## src/hw/rtl/rbba_pkg.sv

```systemverilog
package rbba_pkg;

  localparam int unsigned SizeW      = 33;
  localparam int unsigned GenW       = 32;
  localparam int unsigned AlignW     = 17;
  localparam int unsigned ReqW       = 32;
  localparam int unsigned SlotOutW   = 3;
  localparam int unsigned MaxResults = 8;
  localparam int unsigned CntW       = 4;
  localparam int unsigned CfgIdxW    = 2;
  localparam int unsigned CfgDataW   = 33;

  typedef logic [CfgIdxW-1:0] cfg_idx_t;

  localparam cfg_idx_t CfgInitialSize = cfg_idx_t'(0);
  localparam cfg_idx_t CfgGrowthCap   = cfg_idx_t'(1);
  localparam cfg_idx_t CfgStaleAge    = cfg_idx_t'(2);

  localparam logic [SizeW-1:0] InitialSizeRst = SizeW'(16777216);
  localparam logic [SizeW-1:0] GrowthCapRst   = SizeW'(536870912);
  localparam logic [GenW-1:0]  StaleAgeRst    = GenW'(500);

  localparam logic KindAlloc = 1'b0;
  localparam logic KindScan  = 1'b1;

  typedef struct packed {
    logic              kind;
    logic [GenW-1:0]   generation;
    logic [AlignW-1:0] alignment;
    logic [ReqW-1:0]   size_in_bytes;
  } rbba_in_t;

  typedef struct packed {
    logic                ok;
    logic [SlotOutW-1:0] slot;
    logic [SizeW-1:0]    offset;
    logic                resized;
    logic                last;
  } rbba_out_t;

  // One ring slot as held in the slot store.
  typedef struct packed {
    logic [SizeW-1:0] size;
    logic [SizeW-1:0] fill;
    logic [GenW-1:0]  last_used;
  } rbba_entry_t;

  typedef struct packed {
    logic rd_en;
    logic wr_en;
  } rbba_mem_ctl_t;

  typedef enum logic [2:0] {
    StIdle,
    StFit,
    StGrow,
    StAlign,
    StEnd,
    StScan,
    StScanEnd
  } rbba_state_e;

endpackage

```

## src/hw/rtl/ring_of_bump_buffers_allocator_unit.sv

```systemverilog
// An allocation's result is registered in StEnd once the output is free: after StFit and
// StAlign when the current buffer is reused, or after StFit, StGrow and StAlign when a new
// ring slot is opened, StGrow doing the size doublings (at most 33) one per cycle. A scan
// reads one slot per cycle in StScan unless a stale slot waits on a full output, and loads
// its last result in StScanEnd. One item at a time; the next is taken after it is loaded.
// Reset clears all slots, the ring pointers and the output, and loads the default registers.
module ring_of_bump_buffers_allocator_unit #(
  parameter int unsigned RING_SLOTS = 8
) (
  input  logic                             clk_i,
  input  logic                             rst_ni,
  input  logic                             in_valid_i,
  output logic                             in_ready_o,
  input  rbba_pkg::rbba_in_t               in_data_i,
  output logic                             out_valid_o,
  input  logic                             out_ready_i,
  output rbba_pkg::rbba_out_t              out_data_o,
  input  logic                             cfg_we_i,
  input  rbba_pkg::cfg_idx_t               cfg_idx_i,
  input  logic [rbba_pkg::CfgDataW-1:0]    cfg_data_i
);
  import rbba_pkg::*;

  localparam int unsigned SlotW = $clog2(RING_SLOTS);
  localparam logic [SlotW-1:0] LastSlot = SlotW'(RING_SLOTS - 1);

  // Narrows a ring slot number to the slot field of a result.
  function automatic logic [SlotOutW-1:0] slot_out(input logic [SlotW-1:0] s);
    logic [SlotW+SlotOutW-1:0] wide;
    wide = (SlotW + SlotOutW)'(s);
    return wide[SlotOutW-1:0];
  endfunction

  // Configuration registers.
  logic [SizeW-1:0] cfg_init_q, cfg_cap_q;
  logic [GenW-1:0]  cfg_stale_q;

  // Sequencer and pool state.
  rbba_state_e      state_q, state_d;
  rbba_in_t         item_q, item_d;
  logic             have_cur_q, have_cur_d;
  logic [SlotW-1:0] cur_slot_q, cur_slot_d;
  logic [SlotW-1:0] next_slot_q, next_slot_d;
  logic [GenW-1:0]  pool_gen_q, pool_gen_d;
  logic [SizeW-1:0] prev_size_q, prev_size_d;

  // Working copy of the slot under allocation.
  logic [SizeW-1:0] size_q, size_d;
  logic [SizeW-1:0] fill_q, fill_d;
  logic [GenW-1:0]  lu_q, lu_d;
  logic [SizeW:0]   aligned_q, aligned_d;
  logic             resized_q, resized_d;

  // Scan walk: the most recent stale slot waits until it is known whether it is the last.
  logic [SlotW-1:0] idx_q, idx_d;
  logic             pend_q, pend_d;
  logic [SlotW-1:0] pend_slot_q, pend_slot_d;
  logic [CntW-1:0]  cnt_q, cnt_d;

  // Output register.
  logic             out_valid_q, out_load, out_free;
  rbba_out_t        out_q, out_d;

  // Slot store connections.
  rbba_mem_ctl_t    mem_ctl;
  logic [SlotW-1:0] rd_addr;
  rbba_entry_t      rd_data, wr_data;

  // Datapath terms.
  logic [SizeW:0]    dbl_prev;
  logic [SizeW-1:0]  capped, start_size;
  logic [SizeW:0]    fit_sum;
  logic              no_fit;
  logic [AlignW-1:0] align_mask;
  logic [SizeW:0]    align_sum;
  logic [SizeW+1:0]  end_sum;
  logic              fail;
  logic [GenW-1:0]   age;
  logic              stale, scan_end;

  rbba_slot_store #(
    .Slots (RING_SLOTS)
  ) u_slot_store (
    .clk_i     (clk_i),
    .rst_ni    (rst_ni),
    .ctl_i     (mem_ctl),
    .rd_addr_i (rd_addr),
    .rd_data_o (rd_data),
    .wr_addr_i (cur_slot_q),
    .wr_data_i (wr_data)
  );

  // Configuration writes to an unknown index are ignored.
  always_ff @(posedge clk_i or negedge rst_ni) begin
    if (!rst_ni) begin
      cfg_init_q  <= InitialSizeRst;
      cfg_cap_q   <= GrowthCapRst;
      cfg_stale_q <= StaleAgeRst;
    end else if (cfg_we_i) begin
      unique case (cfg_idx_i)
        CfgInitialSize: cfg_init_q  <= cfg_data_i;
        CfgGrowthCap:   cfg_cap_q   <= cfg_data_i;
        CfgStaleAge:    cfg_stale_q <= cfg_data_i[GenW-1:0];
        default: ;
      endcase
    end
  end

  // The starting size of a new slot is twice the previous size, held to the growth cap,
  // with the initial size taking over when that comes to zero.
  assign dbl_prev   = {prev_size_q, 1'b0};
  assign capped     = (dbl_prev > {1'b0, cfg_cap_q}) ? cfg_cap_q : dbl_prev[SizeW-1:0];
  assign start_size = (capped == '0) ? cfg_init_q : capped;

  // The current buffer is kept only if the unaligned request still fits behind its fill.
  assign fit_sum = {1'b0, rd_data.fill} + (SizeW + 1)'(item_q.size_in_bytes);
  assign no_fit  = fit_sum > {1'b0, rd_data.size};

  // An alignment of zero behaves as an alignment of one.
  assign align_mask = (item_q.alignment == '0) ? '0 : item_q.alignment - AlignW'(1);
  assign align_sum  = {1'b0, fill_q} + (SizeW + 1)'(align_mask);

  assign end_sum = {1'b0, aligned_q} + (SizeW + 2)'(item_q.size_in_bytes);
  assign fail    = end_sum > (SizeW + 2)'(size_q);

  // Ages wrap modulo two to the power of the generation width.
  assign age      = item_q.generation - rd_data.last_used;
  assign stale    = (rd_data.size != '0) && (age > cfg_stale_q);
  assign scan_end = (idx_q == LastSlot) || (stale && (cnt_q == CntW'(MaxResults - 1)));

  assign out_free = !out_valid_q || out_ready_i;

  // A failed allocation keeps the fill and stamp, but a new size and cleared fill remain.
  always_comb begin
    wr_data.size      = size_q;
    wr_data.fill      = fail ? fill_q : end_sum[SizeW-1:0];
    wr_data.last_used = fail ? lu_q : item_q.generation;
  end

  always_comb begin
    state_d     = state_q;
    item_d      = item_q;
    have_cur_d  = have_cur_q;
    cur_slot_d  = cur_slot_q;
    next_slot_d = next_slot_q;
    pool_gen_d  = pool_gen_q;
    prev_size_d = prev_size_q;
    size_d      = size_q;
    fill_d      = fill_q;
    lu_d        = lu_q;
    aligned_d   = aligned_q;
    resized_d   = resized_q;
    idx_d       = idx_q;
    pend_d      = pend_q;
    pend_slot_d = pend_slot_q;
    cnt_d       = cnt_q;
    out_load    = 1'b0;
    out_d       = out_q;
    mem_ctl     = '0;
    rd_addr     = cur_slot_q;
    in_ready_o  = 1'b0;

    unique case (state_q)
      StIdle: begin
        in_ready_o = 1'b1;
        if (in_valid_i) begin
          item_d = in_data_i;
          mem_ctl.rd_en = 1'b1;
          if (in_data_i.kind == KindAlloc) begin
            // A new generation drops the current buffer.
            pool_gen_d = in_data_i.generation;
            have_cur_d = have_cur_q && (pool_gen_q == in_data_i.generation);
            rd_addr    = cur_slot_q;
            resized_d  = 1'b0;
            state_d    = StFit;
          end else begin
            rd_addr = '0;
            idx_d   = '0;
            pend_d  = 1'b0;
            cnt_d   = '0;
            state_d = StScan;
          end
        end
      end

      StFit: begin
        if (have_cur_q && !no_fit) begin
          size_d  = rd_data.size;
          fill_d  = rd_data.fill;
          lu_d    = rd_data.last_used;
          state_d = StAlign;
        end else begin
          cur_slot_d    = next_slot_q;
          have_cur_d    = 1'b1;
          next_slot_d   = (next_slot_q == LastSlot) ? '0 : next_slot_q + SlotW'(1);
          rd_addr       = next_slot_q;
          mem_ctl.rd_en = 1'b1;
          size_d        = start_size;
          state_d       = StGrow;
        end
      end

      StGrow: begin
        // One doubling per cycle until the request fits; zero grows to one.
        if (size_q < SizeW'(item_q.size_in_bytes)) begin
          size_d = (size_q == '0) ? SizeW'(1) : {size_q[SizeW-2:0], 1'b0};
        end else begin
          resized_d   = rd_data.size != size_q;
          fill_d      = '0;
          lu_d        = rd_data.last_used;
          prev_size_d = size_q;
          state_d     = StAlign;
        end
      end

      StAlign: begin
        aligned_d = align_sum & ~((SizeW + 1)'(align_mask));
        state_d   = StEnd;
      end

      StEnd: begin
        if (out_free) begin
          mem_ctl.wr_en = 1'b1;
          out_load      = 1'b1;
          out_d.ok      = !fail;
          out_d.slot    = slot_out(cur_slot_q);
          out_d.offset  = fail ? '0 : aligned_q[SizeW-1:0];
          out_d.resized = resized_q;
          out_d.last    = 1'b1;
          state_d       = StIdle;
        end
      end

      StScan: begin
        // A second stale slot must wait while the one before it cannot yet leave.
        if (!(stale && pend_q && !out_free)) begin
          if (stale) begin
            if (pend_q) begin
              out_load      = 1'b1;
              out_d.ok      = 1'b1;
              out_d.slot    = slot_out(pend_slot_q);
              out_d.offset  = '0;
              out_d.resized = 1'b0;
              out_d.last    = 1'b0;
            end
            pend_d      = 1'b1;
            pend_slot_d = idx_q;
            cnt_d       = cnt_q + CntW'(1);
          end
          if (scan_end) begin
            state_d = StScanEnd;
          end else begin
            idx_d         = idx_q + SlotW'(1);
            rd_addr       = idx_q + SlotW'(1);
            mem_ctl.rd_en = 1'b1;
          end
        end
      end

      StScanEnd: begin
        // With no stale slot, a single empty item closes the scan.
        if (out_free) begin
          out_load      = 1'b1;
          out_d.ok      = pend_q;
          out_d.slot    = pend_q ? slot_out(pend_slot_q) : '0;
          out_d.offset  = '0;
          out_d.resized = 1'b0;
          out_d.last    = 1'b1;
          state_d       = StIdle;
        end
      end

      default: begin
        state_d = StIdle;
      end
    endcase
  end

  always_ff @(posedge clk_i or negedge rst_ni) begin
    if (!rst_ni) begin
      state_q     <= StIdle;
      have_cur_q  <= 1'b0;
      cur_slot_q  <= '0;
      next_slot_q <= '0;
      pool_gen_q  <= '0;
      prev_size_q <= '0;
      idx_q       <= '0;
      pend_q      <= 1'b0;
      cnt_q       <= '0;
      out_valid_q <= 1'b0;
    end else begin
      state_q     <= state_d;
      have_cur_q  <= have_cur_d;
      cur_slot_q  <= cur_slot_d;
      next_slot_q <= next_slot_d;
      pool_gen_q  <= pool_gen_d;
      prev_size_q <= prev_size_d;
      idx_q       <= idx_d;
      pend_q      <= pend_d;
      cnt_q       <= cnt_d;
      if (out_load) begin
        out_valid_q <= 1'b1;
      end else if (out_ready_i) begin
        out_valid_q <= 1'b0;
      end
    end
  end

  always_ff @(posedge clk_i) begin
    item_q      <= item_d;
    size_q      <= size_d;
    fill_q      <= fill_d;
    lu_q        <= lu_d;
    aligned_q   <= aligned_d;
    resized_q   <= resized_d;
    pend_slot_q <= pend_slot_d;
    if (out_load) begin
      out_q <= out_d;
    end
  end

  assign out_valid_o = out_valid_q;
  assign out_data_o  = out_q;

endmodule

```

## src/hw/rtl/rbba_slot_store.sv

```systemverilog
module rbba_slot_store #(
  parameter int unsigned Slots = 8,
  localparam int unsigned SlotW = $clog2(Slots)
) (
  input  logic                  clk_i,
  input  logic                  rst_ni,
  input  rbba_pkg::rbba_mem_ctl_t ctl_i,
  input  logic [SlotW-1:0]      rd_addr_i,
  output rbba_pkg::rbba_entry_t rd_data_o,
  input  logic [SlotW-1:0]      wr_addr_i,
  input  rbba_pkg::rbba_entry_t wr_data_i
);
  import rbba_pkg::*;

  rbba_entry_t            mem_q [Slots];
  logic [Slots-1:0]       valid_q;
  rbba_entry_t            rd_data_q;

  // A slot that was never written reads as all zeroes.
  always_ff @(posedge clk_i or negedge rst_ni) begin
    if (!rst_ni) begin
      valid_q <= '0;
    end else if (ctl_i.wr_en) begin
      valid_q[wr_addr_i] <= 1'b1;
    end
  end

  always_ff @(posedge clk_i) begin
    if (ctl_i.wr_en) begin
      mem_q[wr_addr_i] <= wr_data_i;
    end
  end

  always_ff @(posedge clk_i) begin
    if (ctl_i.rd_en) begin
      rd_data_q <= valid_q[rd_addr_i] ? mem_q[rd_addr_i] : '0;
    end
  end

  assign rd_data_o = rd_data_q;

endmodule

```

## config.mk

```make
export PLATFORM = sky130hd
export DESIGN_NAME = ring_of_bump_buffers_allocator_unit
export DESIGN_NICKNAME = d
export VERILOG_FILES = /design/src/hw/rtl/rbba_pkg.sv /design/src/hw/rtl/ring_of_bump_buffers_allocator_unit.sv /design/src/hw/rtl/rbba_slot_store.sv
export SDC_FILE = /design/constraint.sdc
export NUM_CORES = 2
export LEC_CHECK = 0
export ABC_CLOCK_PERIOD_IN_PS = 10500
export BUFFER_PORTS_ARGS = -buffer_cell sky130_fd_sc_hd__buf_4
export CAP_MARGIN = 20
export CORE_MARGIN = 2
export CORE_UTILIZATION = 30
export CTS_CLUSTER_SIZE = 30
export DETAILED_ROUTE_END_ITERATION = 6
export PLACE_DENSITY = 0.51
export SLEW_MARGIN = 15
export SYNTH_ARGS = -nofsm -noshare
export SYNTH_HDL_FRONTEND = slang
export SYNTH_SLANG_ARGS = --single-unit
```

## constraint.sdc

```tcl
create_clock -name clk_i -period 10.5 [get_ports clk_i]
set_input_delay 0.525 -clock clk_i [delete_from_list [all_inputs] [get_ports clk_i]]
set_output_delay 0.525 -clock clk_i [all_outputs]
set_load 0.03 [all_outputs]
```

# --- Yosys cells after proc, flatten, opt, wreduce, memory -nomap -nowiden ---
# Memory sizes are Yosys's and may differ from the RTL's. A register that Yosys moved wholly into a read port is not among the register bits.
# Index checks and enable logic that the tools add are counted.
word_totals:
  in_bits: 122
  mem_count: 1
  reg_bits: 446
  output_inout_bits: 41
  elab_cells: 204
  ramBits: 784
mem_list:
  columns: ["name", "depth", "width", "rd", "rd_ports_with_merged_regs", "wr", "line", "text"]
  rows:
  - ["u_slot_store.mem_q", 8, 98, 1, 1, 1, "rbba_slot_store.sv:15", "rbba_entry_t mem_q [Slots];"]
op_classes:
  bitwise: 7
  mux: 81
  magnitude_cmp: 8
  n_reduce_logical: 43
  eq_ne: 28
  add_sub_neg: 8
op_table:
  columns: ["operator", "count"]
  rows:
  - ["$mux 33", 9]
  - ["$mux 39", 5]
  - ["$pmux 33 s2", 2]
  - ["$pmux 39 s3", 1]
  - ["$mux 32", 3]
  - ["$gt 34x33->1", 2]
  - ["$logic_not 33->1", 2]
  - ["$pmux 32 s2", 1]
  - ["$mux 3", 17]
  - ["$add 34x32->35", 1]
  - ["$gt 35x33->1", 1]
  - ["$add 33x17->34", 1]
  - ["$add 33x32->34", 1]
  - ["$and 34x34->34", 1]
  - ["$not 17->34", 1]
  - ["$lt 33x32->1", 1]
  - ["$ne 33x33->1", 1]
  - ["$reduce_bool 33->1", 1]
  - ["$eq 32x32->1", 1]
  - ["$gt 32x32->1", 1]
  - ["$sub 32x32->32", 1]
  - ["$ne 2x2->1 const B", 14]
  - ["$mux 1", 27]
  - ["$pmux 3 s6", 1]
  - ["other kinds (37)", 79]

# --- Logic depth before layout (Yosys ltp) ---
logic_depth:
  depth_word: 11
  mapped_depth: 31
  ltp_nobuf: 27

# --- By module ---
# Synthesis repeated with hierarchy kept, for this count alone.
unflattened:
  cells_unflattened: 4062
  hier_area_um2: 61770.5
modules_own_cells:
  columns: ["module", "seq_area_each_um2", "instances", "cells_each", "area_each_um2"]
  rows:
  - ["rbba_slot_store", 26685.6, 1, 1371, 32919.1]
  - ["ring_of_bump_buffers_allocator_unit", 12251.8, 1, 2691, 28851.4]

# --- Worst setup path before layout ---
# Ideal clock, no wire load.
synth_path:
  path_type: "register to register"
  from: "reg state_q[2]"
  to: "reg u_slot_store.valid_q[0]"
  stages_incl_launch_ff: 6
  setup_slack_ns: 1.896
  t_required_ns: 10.393
  n_path_buf: 2
  setup_time_ns: 0.107
  arrival_ns: 8.497
  period_less_slack_ns: 8.604
  cell_sequence: "dfrtp_1 clkbuf_1 clkbuf_1 nand4_1 nor3_1 or2_2"
synth_between:
  elab_chain_cells: 2
synth_rtl:
  columns: ["item", "line", "text"]
  rows:
  - ["start: declaration", "ring_of_bump_buffers_allocator_unit.sv:39", "rbba_state_e state_q, state_d;"]
  - ["start signal: assignment", "ring_of_bump_buffers_allocator_unit.sv:281", "state_q <= StIdle;"]
  - ["start signal: assignment", "ring_of_bump_buffers_allocator_unit.sv:292", "state_q <= state_d;"]
  - ["$eq 3x3->1", "ring_of_bump_buffers_allocator_unit.sv:163", "unique case (state_q)"]
  - ["$mux 1", "ring_of_bump_buffers_allocator_unit.sv:163", null]
  - ["end signal: assignment", "rbba_slot_store.sv:22", "valid_q <= '0;"]
  - ["end signal: indexed assignment", "rbba_slot_store.sv:24", "valid_q[wr_addr_i] <= 1'b1;"]
  - ["end: declaration", "rbba_slot_store.sv:16", "logic [Slots-1:0] valid_q;"]
# Every way passes these cells.
# A chain may end at the register's enable or synchronous reset.

# --- Worst setup path after layout ---
layout_path:
  from: "reg, netlist name u_slot_store.rd_data_o[1]"
  to: "reg, netlist name u_slot_store.rd_data_o[39]"
layout_between:
  elab_chain_cells: 11
  elab_cells_between_ends: 16
  cone_classes: "1 x add/sub; 1 x order compare; 8 x mux; 6 x reduce/logical"
layout_rtl:
  columns: ["item", "line", "text"]
  rows:
  - ["$sub 32x32->32 (*)", "ring_of_bump_buffers_allocator_unit.sv:127", "assign age = item_q.generation - rd_data.last_used;"]
  - ["$gt 32x32->1 (*)", "ring_of_bump_buffers_allocator_unit.sv:128", "assign stale = (rd_data.size != '0) && (age > cfg_stale_q);"]
  - ["$logic_and 1x1->1 (*)", "ring_of_bump_buffers_allocator_unit.sv:128", null]
  - ["$logic_and 1x1->1", "ring_of_bump_buffers_allocator_unit.sv:129", "assign scan_end = (idx_q == LastSlot) || (stale && (cnt_q == CntW'(MaxResults - 1)));"]
  - ["$logic_or 1x1->1", "ring_of_bump_buffers_allocator_unit.sv:129", null]
  - ["$mux 3", "ring_of_bump_buffers_allocator_unit.sv:250", "if (scan_end) begin"]
  - ["$mux 3", "ring_of_bump_buffers_allocator_unit.sv:236", "if (!(stale && pend_q && !out_free)) begin"]
  - ["$pmux 3 s3", "ring_of_bump_buffers_allocator_unit.sv:163", null]
  - ["$bmux 1 s3", "rbba_slot_store.sv:36", "rd_data_q <= valid_q[rd_addr_i] ? mem_q[rd_addr_i] : '0;"]
  - ["$mux 1 (not written as such)", "rbba_slot_store.sv:36", null]
  - ["$logic_not 1->1 (no source line)", null, null]
# Mark *: on every way between the ends. The rest lies on a longest branch, timed or not. The select of a mux whose other input is x is not followed.

==> out/metrics.cfg <==
[run_status]
status = completed

[detailed_routing]
firstDrtPassIters = 5
highest_layer = met5
wirelength_microns = 194000
vias_per_cell = 5.21
met3_length_microns = 10600
drcViolationCount = 0
drtIter0Drc = 3937
met2_length_microns = 89800
drt-wirelength-per-cell_microns = 25.1
drt-met1-wl_microns = 88700
vias = 40300
antenna_left = 0

[sta]
fin_crit_ns = 8.99
setup_ws_ns = 1.51
skew_ns = 0.0438
fin_hold_ws_ns = 0.0722
period_share = 0.856
slew_headroom = 0.208
rsz0062_at_grt = no
slew_viol_final = 0
tns_ns = 0
finalSetupViolCount = 0
fmax_ghz = 0.111
worst_slew_pin_slew_ns = 1.19
hold_viol = 0

[floorplanning]
io-pin-count = 163
dieWidth_microns = 459
die-area_sq_um = 211000
coreArea_sq_um = 207000
die_h_microns = 459
rows = 167
initial_core_util = 0.301

[global_route]
antenna_found_initial = 9
overflow = 0
grt_max_degree = 149
grtUsageTotal = 0.181
grt_pass1_vias = 39500
grt_pass1_wl_microns = 281000

[worst_hold_path]
hp-class = in -> reg

[finish]
final_area_sq_um = 72600
seq_area_sq_um = 38900
nets = 5323
drive_gt1_frac = 0.158
n_fill_cell = 20000
layout_commonest_cell = edfxtp_1
final_util = 0.351
final_cell_count_no_fill = 7734
syn_to_final_growth_pct = 16.6
multi_input_area_sq_um = 21700
final_cell_mix = edfxtp_1, nand2_1, ha_1

[cts]
insertion_delay_ns = 0.83
clockBufferDepth = 3
clock_sinks = 1328
path_clk_slew_ns = 0.06
cts_root_buffer = clkbuf_16
cts_buffers = 142
cts_tree = yes
htreeDepth = 4

[setup_path]
startpoint = u_slot_store.rd_data_o[1]
r2r_end = u_slot_store.rd_data_o[39]
cp_data_required_time_ns = 11.10
crit_fanout = 56
cp-end-kind = flop
crit_type = reg -> reg
r2r_setup_slack_ns = 1.51
worstPathArrival_ns = 9.59
crit_end = u_slot_store.rd_data_o[39]
reg2reg_from = u_slot_store.rd_data_o[1]
crit_path_start_kind = flop
ff2ff_path_depth = 25

[logic_synthesis]
yosys_warnings = 0
syn_nets = 5025
synthArstFlopShare = 0.143
ys_types = 79
synthFlopType = edfxtp_1
postSynthCellCount = 4621
syn_area_sq_um = 62200
synth-seq-cells = 1328
synth-seq-area-share = 0.626
syn_area_per_cell_sq_um = 13.5
synth_edf_count = 1138

[place]
place_area_sq_um = 66800
dp_slack_ns = 1.48
gp_congestion = 0.866
hpwl_microns = 125000
portBuffers = 162
dp.cells = 7369

[power]
powerDensity_nw_per_um2 = 368
finalPower_mw = 26.7
p_leak_nw = 27.4
ir_drop_uv = 472

[run]
drv_cap = 0

## worst min path at each step
stage | depth (start not counted) | start | endpoint
floorplan | 0 | rst_ni | cfg_cap_q[0]
global placement | 0 | u_slot_store.rd_data_o[18] | lu_q[18]
detailed placement | 0 | u_slot_store.rd_data_o[18] | lu_q[18]
CTS | 2 | cfg_data_i[26] | cfg_cap_q[26]
global route | 2 | cfg_data_i[27] | cfg_stale_q[27]
finish | 2 | cfg_data_i[25] | cfg_cap_q[25]
## routing by layer
metal | GRT usage | vias to the layer above
li1 | - | 18100
met1 | 0.254 | 20600
met5 | 0 | -
met4 | 0.0525 | 6
met3 | 0.0272 | 272
met2 | 0.290 | 1262
## layout make-up
class | instances | area share
diodes | 2 | 0.0000689
clock buffers | 185 | 0.0529
clock inverters | 68 | 0.0105
inverters | 245 | 0.0127
multi-input cells | 2855 | 0.299
flip-flops and latches | 1328 | 0.536
well taps | 2704 | 0.0466
repair buffers | 347 | 0.0413
## Yosys cell counts (9+ instances only)
| cell type | n | share of area |
|---|---|---|
| edfxtp_1 | 1138 | 0.55 |
| nand2_1 | 531 | 0.032 |
| ha_1 | 278 | 0.056 |
| mux2_2 | 264 | 0.048 |
| inv_1 | 245 | 0.015 |
| mux2i_1 | 200 | 0.032 |
| a32o_1 | 198 | 0.032 |
| dfrtp_1 | 182 | 0.073 |
| o21ai_0 | 141 | 0.011 |
| a21oi_1 | 139 | 0.011 |
| nor2_1 | 132 | 0.0080 |
| clkbuf_1 | 131 | 0.0079 |
| nor4_1 | 127 | 0.013 |
| xnor2_1 | 111 | 0.016 |
| a21o_1 | 91 | 0.011 |
| xor2_1 | 79 | 0.011 |
| nand4_1 | 53 | 0.0053 |
| a211oi_1 | 51 | 0.0062 |
| buf_2 | 48 | 0.0039 |
| and2_1 | 43 | 0.0043 |
| nor3_1 | 42 | 0.0034 |
| nand3_1 | 39 | 0.0031 |
| nor3b_1 | 36 | 0.0043 |
| nand2b_1 | 29 | 0.0029 |
| nor2b_1 | 26 | 0.0026 |
| o21a_1 | 24 | 0.0029 |
| nor4_2 | 21 | 0.0042 |
| or2_2 | 16 | 0.0016 |
| or3_1 | 14 | 0.0014 |
| a31oi_1 | 12 | 0.0012 |
| and3_1 | 12 | 0.0012 |
| o22ai_1 | 11 | 0.0011 |
| and4_1 | 9 | 0.0013 |
| o211ai_1 | 9 | 0.0011 |
## power by group
group / internal, mW / switching [mW]
registers: 8.15 / 1.22
logic: 4.53 / 7.82
clock network: 2.83 / 2.19
## state kept, by name, indices dropped and copies added, names as in the netlist, 33 cells and up
| register | flops |
|---|---|
| prev_size_q | 33 |
| u_slot_store.mem_q | 784 |
| size_q | 33 |
| cfg_init_q | 33 |
| item_q | 81 |
| cfg_cap_q | 33 |
| fill_q | 33 |
| u_slot_store.rd_data_o | 98 |
| out_data_o | 39 |
| aligned_q | 34 |
## worst max-delay path: stages (launching register included)
cell	delay, ns
edfxtp_1	0.40
inv_1	0.12
ha_1	0.23
nor2b_1	0.13
o31a_1	0.27
o21ai_0	0.47
o31a_1	0.34
o311ai_0	0.22
o211a_1	0.22
a41oi_1	0.38
a211oi_1	0.19
o311ai_0	0.39
a21oi_1	0.14
xnor2_1	0.17
ha_1	0.30
nand4_1	0.14
nor4b_1	0.94
a21oi_1	0.39
o31a_1	0.45
a2bb2oi_1	0.30
and2_4	0.49
buf_4	0.49
nand2_1	0.13
a32o_4	0.72
buf_12	0.40
nor4_1	0.33
## kinds of logic after synthesis
group                    synth area share
multiplexers                       0.0799
AND/OR/NAND/NOR                    0.0904
adder cells (fa/ha/maj)            0.0572
XOR/XNOR                           0.0267
buffers and inverters              0.0283
AO/OA/AOI/OAI                      0.0918
flip-flops                          0.626
## what timing repair did
action	in CTS	in global routing
hold endpoints to repair	243	0
resized for setup	0	0
setup buffers	0	0
hold buffers	107	0
(Power assumes the default switching activity.)
